==> src/sv/sus_pkg.sv <==
// Shared types and constants for the sorted unique set engine.
// Depends on nothing; design files use scoped names, testbench imports it.
`timescale 1ns / 1ps
`default_nettype none

package sus_pkg;

  localparam int CAPACITY    = 16;
  localparam int VALUE_WIDTH = 32;
  localparam int IDX_W       = $clog2(CAPACITY);
  localparam int CNT_W       = $clog2(CAPACITY + 1);
  localparam int CMD_W       = 2;
  localparam int STATUS_W    = 2;
  localparam int DATA_W      = 32;

  typedef logic signed [VALUE_WIDTH-1:0] val_t;
  typedef logic [IDX_W-1:0]              idx_t;
  typedef logic [CNT_W-1:0]              cnt_t;

  typedef enum logic [CMD_W-1:0] {
    CMD_ADD    = 2'd0,
    CMD_REMOVE = 2'd1,
    CMD_FIRST  = 2'd2,
    CMD_NEXT   = 2'd3
  } cmd_t;

  typedef enum logic [STATUS_W-1:0] {
    ST_DONE    = 2'd0,
    ST_IGNORED = 2'd1,
    ST_FULL    = 2'd2,
    ST_END     = 2'd3
  } status_t;

  typedef enum logic {
    PH_IDLE = 1'b0,
    PH_EXEC = 1'b1
  } phase_t;

  // Control broadcast to the row of cells.
  typedef struct packed {
    logic cmp_en;   // latch compare flags against the incoming value
    logic ins_en;   // open a gap at the insert point and drop the value in
    logic rem_en;   // close the gap at the matching entry
  } sus_ctl_t;

endpackage

`default_nettype wire

==> src/sv/sus_in_if.sv <==
// Command channel interface of the sorted unique set engine.
// Depends on sus_pkg for field widths.
`timescale 1ns / 1ps
`default_nettype none

interface sus_in_if;
  logic                              valid;
  logic                              ready;
  logic [sus_pkg::CMD_W-1:0]         command;
  logic signed [sus_pkg::DATA_W-1:0] value;

  modport source (output valid, command, value, input ready);
  modport sink   (input valid, command, value, output ready);
endinterface

`default_nettype wire

==> src/sv/sus_out_if.sv <==
// Result channel interface of the sorted unique set engine.
// Depends on sus_pkg for field widths.
`timescale 1ns / 1ps
`default_nettype none

interface sus_out_if;
  logic                              valid;
  logic                              ready;
  logic [sus_pkg::STATUS_W-1:0]      status;
  logic signed [sus_pkg::DATA_W-1:0] data_out;
  logic [sus_pkg::CNT_W-1:0]         element_count;
  logic                              is_empty;

  modport source (output valid, status, data_out, element_count, is_empty, input ready);
  modport sink   (input valid, status, data_out, element_count, is_empty, output ready);
endinterface

`default_nettype wire

==> src/sv/sus_cell.sv <==
// One slot of the sorted row: holds an entry and its compare flags.
// Depends on sus_pkg; takes data from its left and right neighbors.
`timescale 1ns / 1ps
`default_nettype none

module sus_cell (
  input  wire                clk,
  input  wire                rst_n,
  input  sus_pkg::sus_ctl_t  ctl,
  input  wire                occ,
  input  sus_pkg::val_t      cmp_val,
  input  sus_pkg::val_t      ins_val,
  input  wire                left_less,
  input  sus_pkg::val_t      left_entry,
  input  sus_pkg::val_t      right_entry,
  output sus_pkg::val_t      entry,
  output logic               less,
  output logic               eq
);

  sus_pkg::val_t entry_r;
  logic          less_r;
  logic          eq_r;

  always_ff @(posedge clk) begin
    if (!rst_n) begin
      less_r <= 1'b0;
      eq_r   <= 1'b0;
    end else if (ctl.cmp_en) begin
      less_r <= occ && (entry_r < cmp_val);
      eq_r   <= occ && (entry_r == cmp_val);
    end
  end

  // Entries at or above the insert/remove point move one slot.
  always_ff @(posedge clk) begin
    if (ctl.ins_en && !less_r) begin
      entry_r <= left_less ? ins_val : left_entry;
    end else if (ctl.rem_en && !less_r) begin
      entry_r <= right_entry;
    end
  end

  assign entry = entry_r;
  assign less  = less_r;
  assign eq    = eq_r;

endmodule

`default_nettype wire

==> src/sv/sus_chain.sv <==
// Row of sus_cell slots with neighbor links, match reduction and read mux.
// Depends on sus_pkg and sus_cell.
`timescale 1ns / 1ps
`default_nettype none

module sus_chain (
  input  wire                clk,
  input  wire                rst_n,
  input  sus_pkg::sus_ctl_t  ctl,
  input  sus_pkg::cnt_t      count,
  input  sus_pkg::val_t      cmp_val,
  input  sus_pkg::val_t      ins_val,
  input  sus_pkg::idx_t      rd_idx,
  output logic               found,
  output sus_pkg::val_t      rd_data
);

  sus_pkg::val_t                 entry_w [sus_pkg::CAPACITY];
  logic [sus_pkg::CAPACITY-1:0]  less_w;
  logic [sus_pkg::CAPACITY-1:0]  eq_w;

  for (genvar i = 0; i < sus_pkg::CAPACITY; i++) begin : g_cell
    logic          occ;
    logic          l_less;
    sus_pkg::val_t l_entry;
    sus_pkg::val_t r_entry;

    assign occ = sus_pkg::CNT_W'(i) < count;

    // Slot zero sees a virtual smaller neighbor, so a gap there takes the new value.
    if (i == 0) begin : g_head
      assign l_less  = 1'b1;
      assign l_entry = ins_val;
    end else begin : g_body
      assign l_less  = less_w[i-1];
      assign l_entry = entry_w[i-1];
    end

    if (i == sus_pkg::CAPACITY - 1) begin : g_tail
      assign r_entry = entry_w[i];
    end else begin : g_mid
      assign r_entry = entry_w[i+1];
    end

    sus_cell u_cell (
      .clk         (clk),
      .rst_n       (rst_n),
      .ctl         (ctl),
      .occ         (occ),
      .cmp_val     (cmp_val),
      .ins_val     (ins_val),
      .left_less   (l_less),
      .left_entry  (l_entry),
      .right_entry (r_entry),
      .entry       (entry_w[i]),
      .less        (less_w[i]),
      .eq          (eq_w[i])
    );
  end

  assign found   = |eq_w;
  assign rd_data = entry_w[rd_idx];

endmodule

`default_nettype wire

==> src/sv/sorted_unique_set_engine.sv <==
// Top level of the sorted unique set engine: handshake, sequencing, cursor.
// Depends on sus_pkg, sus_in_if, sus_out_if and sus_chain.
//
//   channel  | direction | handshake     | word
//   in_ch    | in        | valid / ready | command, value
//   out_ch   | out       | valid / ready | status, data_out, element_count, is_empty
//
// A command is accepted in the idle phase, which broadcasts the value and latches
// per-slot compare flags; the execute phase shifts the row (or reads the cursor
// slot) and loads the result register. No word is accepted during execute.
// Reset clears the count, the cursor, the held command and the handshake state;
// slot contents are left as they are and only slots below the count are ever read.
// A stalled result holds in its register; one more command may then be accepted
// and hold in its execute phase, compare flags latched, until the result is taken.
`timescale 1ns / 1ps
`default_nettype none

module sorted_unique_set_engine (
  input  wire        clk,
  input  wire        rst_n,
  sus_in_if.sink     in_ch,
  sus_out_if.source  out_ch
);

  // Phase and held command.
  sus_pkg::phase_t  phase_r, phase_nxt;
  sus_pkg::cmd_t    cmd_r;
  sus_pkg::val_t    value_r;

  // Set state.
  sus_pkg::cnt_t    count_r, count_nxt;
  sus_pkg::idx_t    cursor_r, cursor_nxt;
  logic             cur_act_r, cur_act_nxt;

  // Result register.
  logic                          out_valid_r;
  sus_pkg::status_t              out_status_r, out_status_nxt;
  logic signed [sus_pkg::DATA_W-1:0] out_data_r, out_data_nxt;
  sus_pkg::cnt_t                 out_count_r;
  logic                          out_empty_r;

  sus_pkg::sus_ctl_t ctl;
  logic              in_acc;
  logic              fire;
  logic              found;
  logic              full;
  logic              hit;
  sus_pkg::cnt_t     trav_idx;
  sus_pkg::val_t     rd_data;
  sus_pkg::val_t     in_val;

  assign in_acc = in_ch.valid && in_ch.ready;
  assign in_val = sus_pkg::val_t'(in_ch.value[sus_pkg::VALUE_WIDTH-1:0]);
  assign fire   = (phase_r == sus_pkg::PH_EXEC) && (!out_valid_r || out_ch.ready);
  assign full   = count_r == sus_pkg::CNT_W'(sus_pkg::CAPACITY);

  // Traverse slot: restart from the head unless a cursor is live on a next.
  assign trav_idx = ((cmd_r == sus_pkg::CMD_FIRST) || !cur_act_r) ? '0
                    : sus_pkg::CNT_W'(cursor_r) + sus_pkg::CNT_W'(1);
  assign hit      = trav_idx < count_r;

  sus_chain u_chain (
    .clk     (clk),
    .rst_n   (rst_n),
    .ctl     (ctl),
    .count   (count_r),
    .cmp_val (in_val),
    .ins_val (value_r),
    .rd_idx  (trav_idx[sus_pkg::IDX_W-1:0]),
    .found   (found),
    .rd_data (rd_data)
  );

  // Phase sequencing.
  always_ff @(posedge clk) begin
    if (!rst_n) begin
      phase_r <= sus_pkg::PH_IDLE;
    end else begin
      phase_r <= phase_nxt;
    end
  end

  always_comb begin
    phase_nxt    = phase_r;
    in_ch.ready  = 1'b0;
    unique case (phase_r)
      sus_pkg::PH_IDLE: begin
        in_ch.ready = 1'b1;
        if (in_ch.valid) begin
          phase_nxt = sus_pkg::PH_EXEC;
        end
      end
      sus_pkg::PH_EXEC: begin
        if (fire) begin
          phase_nxt = sus_pkg::PH_IDLE;
        end
      end
      default: phase_nxt = sus_pkg::PH_IDLE;
    endcase
  end

  // Latch the command; the cells latch their compare flags on the same edge.
  always_ff @(posedge clk) begin
    if (!rst_n) begin
      cmd_r <= sus_pkg::CMD_ADD;
    end else if (in_acc) begin
      cmd_r <= sus_pkg::cmd_t'(in_ch.command);
    end
  end

  always_ff @(posedge clk) begin
    if (in_acc) begin
      value_r <= in_val;
    end
  end

  // Execute phase: decide status, shift the row, advance the cursor.
  always_comb begin
    ctl            = '0;
    ctl.cmp_en     = in_acc;
    count_nxt      = count_r;
    cursor_nxt     = cursor_r;
    cur_act_nxt    = cur_act_r;
    out_status_nxt = sus_pkg::ST_DONE;
    out_data_nxt   = '0;
    unique case (cmd_r)
      sus_pkg::CMD_ADD: begin
        cursor_nxt  = '0;
        cur_act_nxt = 1'b0;
        if (found) begin
          out_status_nxt = sus_pkg::ST_IGNORED;
        end else if (full) begin
          out_status_nxt = sus_pkg::ST_FULL;
        end else begin
          ctl.ins_en = fire;
          count_nxt  = count_r + sus_pkg::CNT_W'(1);
        end
      end
      sus_pkg::CMD_REMOVE: begin
        cursor_nxt  = '0;
        cur_act_nxt = 1'b0;
        if (!found) begin
          out_status_nxt = sus_pkg::ST_IGNORED;
        end else begin
          ctl.rem_en = fire;
          count_nxt  = count_r - sus_pkg::CNT_W'(1);
        end
      end
      sus_pkg::CMD_FIRST, sus_pkg::CMD_NEXT: begin
        if (hit) begin
          cur_act_nxt  = 1'b1;
          cursor_nxt   = trav_idx[sus_pkg::IDX_W-1:0];
          out_data_nxt = sus_pkg::DATA_W'(rd_data);
        end else begin
          cur_act_nxt    = 1'b0;
          cursor_nxt     = '0;
          out_status_nxt = sus_pkg::ST_END;
        end
      end
      default: begin
        out_status_nxt = sus_pkg::ST_DONE;
      end
    endcase
  end

  always_ff @(posedge clk) begin
    if (!rst_n) begin
      count_r   <= '0;
      cursor_r  <= '0;
      cur_act_r <= 1'b0;
    end else if (fire) begin
      count_r   <= count_nxt;
      cursor_r  <= cursor_nxt;
      cur_act_r <= cur_act_nxt;
    end
  end

  // Result register: load on execute, drop when the sink takes it.
  always_ff @(posedge clk) begin
    if (!rst_n) begin
      out_valid_r <= 1'b0;
    end else if (fire) begin
      out_valid_r <= 1'b1;
    end else if (out_ch.ready) begin
      out_valid_r <= 1'b0;
    end
  end

  always_ff @(posedge clk) begin
    if (fire) begin
      out_status_r <= out_status_nxt;
      out_data_r   <= out_data_nxt;
      out_count_r  <= count_nxt;
      out_empty_r  <= count_nxt == '0;
    end
  end

  assign out_ch.valid         = out_valid_r;
  assign out_ch.status        = out_status_r;
  assign out_ch.data_out      = out_data_r;
  assign out_ch.element_count = out_count_r;
  assign out_ch.is_empty      = out_empty_r;

  // Checks.
  a_count_bound: assert property (@(posedge clk) disable iff (!rst_n)
    count_r <= sus_pkg::CNT_W'(sus_pkg::CAPACITY))
    else $error("stored count above capacity");

  a_insert_needs_room: assert property (@(posedge clk) disable iff (!rst_n)
    ctl.ins_en |-> (!found && !full))
    else $error("insert issued on duplicate or full store");

  a_shift_bumps_count: assert property (@(posedge clk) disable iff (!rst_n)
    ctl.rem_en |=> (count_r == $past(count_r) - sus_pkg::CNT_W'(1)))
    else $error("remove shift without count decrement");

  a_accept_starts_exec: assert property (@(posedge clk) disable iff (!rst_n)
    in_acc |=> (phase_r == sus_pkg::PH_EXEC))
    else $error("accepted word not executed");

  a_empty_flag: assert property (@(posedge clk) disable iff (!rst_n)
    out_valid_r |-> (out_empty_r == (out_count_r == '0)))
    else $error("empty flag disagrees with count");

endmodule

`default_nettype wire

==> src/flat_wrapper.sv <==
// flat-port wrapper written by rule: the top's interface ports become plain ports
module sorted_unique_set_engine_flat 
  (clk, rst_n, in_ch_valid, in_ch_command, in_ch_value, in_ch_ready, out_ch_valid, out_ch_status, out_ch_data_out, out_ch_element_count, out_ch_is_empty, out_ch_ready);
  sus_in_if in_ch_i ();
  sus_out_if out_ch_i ();
  input  wire clk;
  input  wire rst_n;
  input wire logic [$bits(in_ch_i.valid)-1:0] in_ch_valid;
  input wire logic [$bits(in_ch_i.command)-1:0] in_ch_command;
  input wire logic [$bits(in_ch_i.value)-1:0] in_ch_value;
  output wire logic [$bits(in_ch_i.ready)-1:0] in_ch_ready;
  output wire logic [$bits(out_ch_i.valid)-1:0] out_ch_valid;
  output wire logic [$bits(out_ch_i.status)-1:0] out_ch_status;
  output wire logic [$bits(out_ch_i.data_out)-1:0] out_ch_data_out;
  output wire logic [$bits(out_ch_i.element_count)-1:0] out_ch_element_count;
  output wire logic [$bits(out_ch_i.is_empty)-1:0] out_ch_is_empty;
  input wire logic [$bits(out_ch_i.ready)-1:0] out_ch_ready;
  assign in_ch_i.valid = in_ch_valid;
  assign in_ch_i.command = in_ch_command;
  assign in_ch_i.value = in_ch_value;
  assign in_ch_ready = in_ch_i.ready;
  assign out_ch_valid = out_ch_i.valid;
  assign out_ch_status = out_ch_i.status;
  assign out_ch_data_out = out_ch_i.data_out;
  assign out_ch_element_count = out_ch_i.element_count;
  assign out_ch_is_empty = out_ch_i.is_empty;
  assign out_ch_i.ready = out_ch_ready;
  sorted_unique_set_engine u_core (.clk(clk), .rst_n(rst_n), .in_ch(in_ch_i), .out_ch(out_ch_i));
endmodule
==> config.mk <==
export PLATFORM = sky130hd
export DESIGN_NAME = sorted_unique_set_engine_flat
export DESIGN_NICKNAME = d
export VERILOG_FILES = /design/src/sv/sus_pkg.sv /design/src/sv/sus_in_if.sv /design/src/sv/sus_out_if.sv /design/src/sv/sus_cell.sv /design/src/sv/sus_chain.sv /design/src/sv/sorted_unique_set_engine.sv /design/src/flat_wrapper.sv
export SDC_FILE = /design/constraint.sdc
export NUM_CORES = 2
export LEC_CHECK = 0
export BUFFER_PORTS_ARGS = -buffer_cell sky130_fd_sc_hd__buf_2
export CAP_MARGIN = 20
export CORE_MARGIN = 2
export CORE_UTILIZATION = 40
export DETAILED_ROUTE_END_ITERATION = 8
export MAX_ROUTING_LAYER = met4
export PLACE_DENSITY = 0.64
export SLEW_MARGIN = 10
export SYNTH_ARGS = -nofsm -noshare
export SYNTH_HDL_FRONTEND = slang
export SYNTH_SLANG_ARGS = --single-unit
==> constraint.sdc <==
create_clock -name clk -period 3.9 [get_ports clk]
set_input_delay 0.585 -clock clk [delete_from_list [all_inputs] [get_ports clk]]
set_output_delay 0.585 -clock clk [all_outputs]
set_load 0.1 [all_outputs]
# [Word level (Yosys, flattened, before mapping)]
# Index checks and enable logic that the tools add are counted.
[word_totals] reg_bits=630 in_bits=38 wordCells=298
[op_classes] add_sub_neg=3 order_cmp=34 eq_ne=20 n_mux=73 n_bitwise=2 reduce_logical=107
[ops] cell="32-bit 2-to-1 mux" n=47
[ops] cell="32-bit == test" n=16
[ops] cell="32-bit < comparator" n=16
[ops] cell="32-bit binary-select mux with 4-bit select" n=1
[ops] cell="1-bit logical AND" n=65
[ops] cell="4-bit by 5-bit < comparator with 1-bit output, first input constant" n=8
[ops] cell="2-bit nonzero test" n=16
[ops] cell="3-bit by 5-bit < comparator with 1-bit output, first input constant" n=4
[ops] cell="5-bit 2-to-1 mux" n=4
[ops] cell="1-bit logical NOT" n=18
[ops] cell="16-bit OR reduction" n=1
[ops] cell="1-bit 2-to-1 mux" n=12
[ops] cell="1-bit by 5-bit < comparator with 1-bit output, first input constant" n=2
[ops] cell="2-bit by 5-bit < comparator with 1-bit output, first input constant" n=2
[ops] cell="5-bit one-hot mux with 2 select lines" n=1
[ops] cell="4-bit one-hot mux with 2 select lines" n=1
[ops] cell="2-bit 2-to-1 mux" n=3
[ops] cell="2-bit one-hot mux with 3 select lines" n=1
[ops] cell="4-bit by 1-bit adder with 5-bit output, second input constant" n=1
[ops] cell="5-bit by 1-bit adder with 5-bit output, second input constant" n=1
[ops] cell="5-bit == test, second input constant" n=1
[ops] cell="5-bit >= comparator, second input constant" n=1
[ops] cell="5-bit logical NOT" n=1
[ops] cell="5-bit < comparator" n=1
[ops] cell="other kinds (11)" n=15

# [Depth between registers and ports, before layout]
[depth] ltp_word=8 depth_mapped=14 mapped_depth_nobuf=10

# [By module]
# A second synthesis with hierarchy kept.
[hier_totals] hier_cells=4828 area_unflattened_um2=47469.3
[by_module_without_submodules] module="sus_cell" instances=16 cells_each=268 area_each_um2=2509.9 seq_area_each_um2=1001.0
[by_module_without_submodules] module="sus_chain" instances=1 cells_each=305 area_each_um2=3898.7 seq_area_each_um2=0.0
[by_module_without_submodules] module="sorted_unique_set_engine" instances=1 cells_each=235 area_each_um2=3412.0 seq_area_each_um2=2442.3

# [Worst setup path before layout]
# No wires, ideal clock.
[synth_timing] path_kind="reg2reg" start="register u_core.u_chain.g_cell[4].u_cell.eq_r" end="register u_core.u_chain.g_cell[1].u_cell.entry_r[0] (enable)" setup_time_ps=421 t_arrival_ps=3038 required_time_ps=3479 setup_slack_ps=441 stages_incl_launch_ff=9 path_buffers=3 period_less_slack_ps=3459 cell_sequence="dfxtp_1 > nor4_1 > and4_1 > buf_6 > nand3_1 > a211o_1 > clkbuf_1 > buf_2 > nor2_1"
[synth_via] elab_chain_len=5 elab_cells_between_ends=8 cone_classes="mux (4); reduce/logical (4)"
[synth_rtl] item="from (decl)" line="sus_cell.sv:23" text="logic eq_r;"
[synth_rtl] item="from (signal assigned)" line="sus_cell.sv:31" text="eq_r <= occ && (entry_r == cmp_val);"
[synth_rtl] item="16-bit OR reduction (*)" line="sus_chain.sv:61" text="assign found = |eq_w;"
[synth_rtl] item="1-bit 2-to-1 mux (on tied branches)" line="sorted_unique_set_engine.sv:142, sorted_unique_set_engine.sv:130"
[synth_rtl] item="1-bit 2-to-1 mux" line="sorted_unique_set_engine.sv:126" text="unique case (cmd_r)"
[synth_rtl] item="1-bit logical AND (on tied branches)" line="sus_cell.sv:39, sus_cell.sv:37"
[synth_rtl] item="2-bit nonzero test (no line) (*)"
[synth_rtl] item="to (signal assigned)" line="sus_cell.sv:38" text="entry_r <= left_less ? ins_val : left_entry;"
[synth_rtl] item="to (signal assigned)" line="sus_cell.sv:40" text="entry_r <= right_entry;"
[synth_rtl] item="to (decl)" line="sus_cell.sv:21" text="sus_pkg::val_t entry_r;"
# Mark *: on every way between the ends. The rest lies on a longest branch, timed or not.
# A chain may end at the register's enable or synchronous reset.

# [Worst setup path in the final report]
[layout_timing] start="register u_core.count_r[0]" end="register u_core.u_chain.g_cell[0].u_cell.entry_r[2], data pin"
[layout_via] elab_chain_len=6
[layout_rtl] item="from (decl)" line="sorted_unique_set_engine.sv:31" text="sus_pkg::cnt_t count_r, count_nxt;"
[layout_rtl] item="from (signal assigned)" line="sorted_unique_set_engine.sv:172" text="count_r <= count_nxt;"
[layout_rtl] item="5-bit == test" line="sorted_unique_set_engine.sv:55" text="assign full = count_r == sus_pkg::CNT_W'(sus_pkg::CAPACITY);"
[layout_rtl] item="1-bit 2-to-1 mux" line="sorted_unique_set_engine.sv:132" text="end else if (full) begin"
[layout_rtl] item="1-bit 2-to-1 mux" line="sorted_unique_set_engine.sv:130" text="if (found) begin"
[layout_rtl] item="1-bit 2-to-1 mux" line="sorted_unique_set_engine.sv:126"
[layout_rtl] item="1-bit logical AND" line="sus_cell.sv:37" text="if (ctl.ins_en && !less_r) begin"
[layout_rtl] item="32-bit 2-to-1 mux" line="sus_cell.sv:37"
[layout_rtl] item="to (signal assigned)" line="sus_cell.sv:38"
[layout_rtl] item="to (signal assigned)" line="sus_cell.sv:40"
[layout_rtl] item="to (decl)" line="sus_cell.sv:21"
# No other way between the ends.

==> impl_metrics.py <==
metrics = {
    "outcome": {
        "status": "finished, final reports clean",
    },
    "die": {
        "io_pins": 80,
        "coreArea_mm2": 0.115,
        "rows": 124,
        "dieWidth_um": 344,
        "initial_utilization": 0.404,
        "die_area_mm2": 0.118,
        "dieHeight_um": 344,
    },
    "route": {
        "vias_per_cell": 6.47,
        "ant_nets": 0,
        "wl_per_cell_um": 30.2,
        "finalWirelength_um": 187000,
        "drc": 0,
        "via_count": 40000,
        "drt_first_iter_violations": 5567,
        "dr.pass1.iters": 8,
    },
    "cts": {
        "insertion_delay_ns": 0.67,
        "cts_made_buffers": 79,
        "cts_max_level": 3,
        "cts_hold_buf": 0,
        "cts-resized-gates": 0,
        "clk_path_buf_depth": 3,
        "cts.sinks": 630,
        "cts_tree": "done",
        "clkTransAtPathRegs_ns": 0.06,
        "cts_setup_buffers": 0,
        "cts_root_buf": "clkbuf_16",
    },
    "critical_path": {
        "crit_end": "u_core.u_chain.g_cell[0].u_cell.entry[2]",
        "crit_required_ns": 4.31,
        "r2r_start": "u_core.count_r[0]",
        "critPathKind": "reg -> reg",
        "endpoint_kind": "flop",
        "reg2reg_to": "u_core.u_chain.g_cell[0].u_cell.entry[2]",
        "crit_path_start_kind": "flop",
        "critPathMaxFanout": 33,
        "regToRegSetupSlack_ns": 0.58,
        "startpoint": "u_core.count_r[0]",
        "cp.arrival_ns": 3.73,
        "r2r_cells": 8,
    },
    "logic_synthesis": {
        "synth_edf_count": 584,
        "ys_seq_elements": 630,
        "synthCells": 4547,
        "synth.net_count": 5106,
        "ys.warnings.count": 0,
        "async_flop_share": 0,
        "postSynthAreaPerCell_um2": 10.2,
        "synthTopCellsByArea": "edfxtp_1, ha_1, mux2i_1",
        "synth_top_area_frac": 0.379,
        "ys_types": 74,
        "ys_seq_area_frac": 0.399,
        "syn_area_mm2": 0.0463,
        "ys.flop_type": "edfxtp_1",
        "yosysTopAreaCell": "edfxtp_1",
    },
    "sta": {
        "fin_crit_sh": 0.851,
        "tns_ns": 0,
        "worst_slew_pin_slew_ns": 1.24,
        "setup_violations": 0,
        "skew_ns": 0.0250,
        "slew_headroom": 0.154,
        "slew_violations": 0,
        "fin_crit_ns": 3.32,
        "hold_viol_final": 0,
        "timing.fmax_ghz": 0.301,
        "rsz0062_at_grt": "no",
        "whs_ns": 0.109,
    },
    "power": {
        "max-vdd-ir-drop_uv": 299,
        "p_leak_nw": 20.0,
        "p_sw_mw": 6.61,
        "p_int_mw": 13.9,
        "p_per_area_mw_per_mm2": 395,
        "clockPowerShare": 0.376,
        "power_frac_seq": 0.433,
        "power_mw": 20.5,
        "combPwrFrac": 0.192,
        "switching_share": 0.321,
    },
    "hold_path": {
        "min_from": "in_ch_value[27]",
        "holdCritPathClass": "in -> reg",
    },
    "cells_and_area": {
        "nNetsFinal": 5172,
        "instances_no_fill": 6191,
        "drive_gt1_frac": 0.128,
        "nFillCells": 10800,
        "final_area_mm2": 0.0520,
        "area_delta_synth_final_pct": 12.4,
    },
    "global_route": {
        "grt-ovfl-total": 0,
        "antenna_found_initial": 4,
        "grt_pass1_wl_um": 267000,
        "grt_usage": 0.317,
        "grt_max_degree": 104,
        "grt_pass1_vias": 37200,
    },
    "placement": {
        "postPlaceCellArea_mm2": 0.0494,
        "numPortBuffers": 79,
        "dp.cells": 6043,
        "dp_hpwl_um": 138000,
        "gp_congestion": 1.04,
    },
    "run": {
        "drv_cap": 0,
    },
}
## synthesized netlist by cell type (7+ instances only)
cell	count
mux2i_1	644
nand2_1	609
edfxtp_1	584
ha_1	521
o21ai_0	498
a21oi_1	232
clkbuf_1	204
nor2_1	141
nand4_1	122
nor3_1	94
nand3_1	83
inv_1	76
buf_2	73
mux2_2	66
o221ai_1	63
o311ai_0	63
dfxtp_1	46
or2_2	34
a32o_1	32
nor4_1	29
mux2_4	28
o211ai_1	25
a21boi_0	19
nor2b_1	19
a22oi_1	18
nand2b_1	18
or4_1	18
a221oi_1	15
a211oi_1	14
nor3b_1	13
o31a_1	13
and4_1	11
a21o_1	9
buf_1	9
buf_4	9
a2111oi_0	8
or3_1	8
o21a_1	7
## power by group through the flow
stage / combinational [mW] / sequential (mW) / clock (mW)
after CTS: 3.86 / 8.83 / 7.77
after global placement: 3.73 / 8.97 / 0
after global routing: 4.28 / 8.90 / 7.98
after detailed placement: 3.84 / 8.96 / 0
after floorplan: 2.34 / 8.76 / 0
final: 3.94 / 8.89 / 7.72
## cells in the final DEF, fill, tap and decap left out, drive strengths merged, types with 63 or more instances in the layout
master  instances
mux2i         644
nand2         609
edfxtp        584
ha            521
o21ai         503
buf           289
a21oi         232
nor2          141
nand4         122
clkbuf        105
nor3           94
mux2           94
nand3          83
inv            81
o221ai         63
o311ai         63
## cells by family (layout without fill, tap and decap cells)
kind of cell,after synthesis,count (layout),synth area share
multiplexers,738,738,0.164
AO/OA/AOI/OAI,1055,1055,0.139
XOR/XNOR,6,6,0.00114
flip-flops,630,630,0.399
buffers and inverters,384,514,0.0357
other,0,2,0
adder cells (fa/ha/maj),521,521,0.141
AND/OR/NAND/NOR,1213,1213,0.121
## final cells by class
cell class	count	area, um2	share of cell area
antenna	2	5.00	0.0000962
timing repair buffer	290	2360	0.0454
clock buffer	104	2180	0.0418
inverter	79	304	0.00584
multi-input combinational	3533	26400	0.507
tap	1512	1890	0.0364
sequential	630	18500	0.355
clock inverter	41	438	0.00841
## registers in the layout, summed over array words and instances, names as in the netlist
signal / cells
u_core.out_ch.is_empty: 1
u_core.out_ch.valid: 1
u_core.out_ch.status: 2
u_core.out_ch.element_count: 5
u_core.cursor_r: 4
u_core.u_chain.g_cell.u_cell.entry: 512
u_core.u_chain.g_cell.u_cell.less: 16
u_core.cur_act_r: 1
u_core.count_r: 5
u_core.value_r: 32
u_core.u_chain.g_cell.u_cell.eq: 16
u_core.out_ch.data_out: 32
u_core.phase_r: 1
u_core.cmd_r: 2
## routing by layer
metal  global-route usage  share of wire  up-vias
li1                     -              -    17600
met1                0.428           0.41    19500
met2                0.460           0.43     2554
met3               0.0675           0.11      399
met4                0.133          0.046        0
met5                    -              0        -
## worst min path at each step
stage                     slack [ns]  cells past startpoint                                  to
after floorplan                 0.43                      2  u_core.u_chain.g_cell[1].u_cell.eq
after global placement          0.44                      2  u_core.u_chain.g_cell[0].u_cell.eq
after detailed placement        0.45                      2  u_core.u_chain.g_cell[9].u_cell.eq
after CTS                       0.08                      1                  u_core.value_r[27]
after global routing            0.11                      1                  u_core.value_r[27]
final                           0.11                      1                  u_core.value_r[27]
## stage by stage
step / setup WS, ns / util
after floorplan: 0.441 / -
after global placement: 0.0543 / 0.432
after detailed placement: 0.116 / 0.432
after CTS: 0.660 / 0.454
after global routing: 0.487 / 0.455
final: 0.582 / 0.455
## worst max-delay path, stage by stage, from the launching register on
cell and delay (ns):
dfxtp_1 0.60, inv_1 0.28, ha_1 0.30, and4bb_2 0.24
nor2_1 0.20, and3_4 0.47, and2b_2 0.24, buf_12 0.31
mux2_2 0.37
Power figures use the tool's default switching activity.
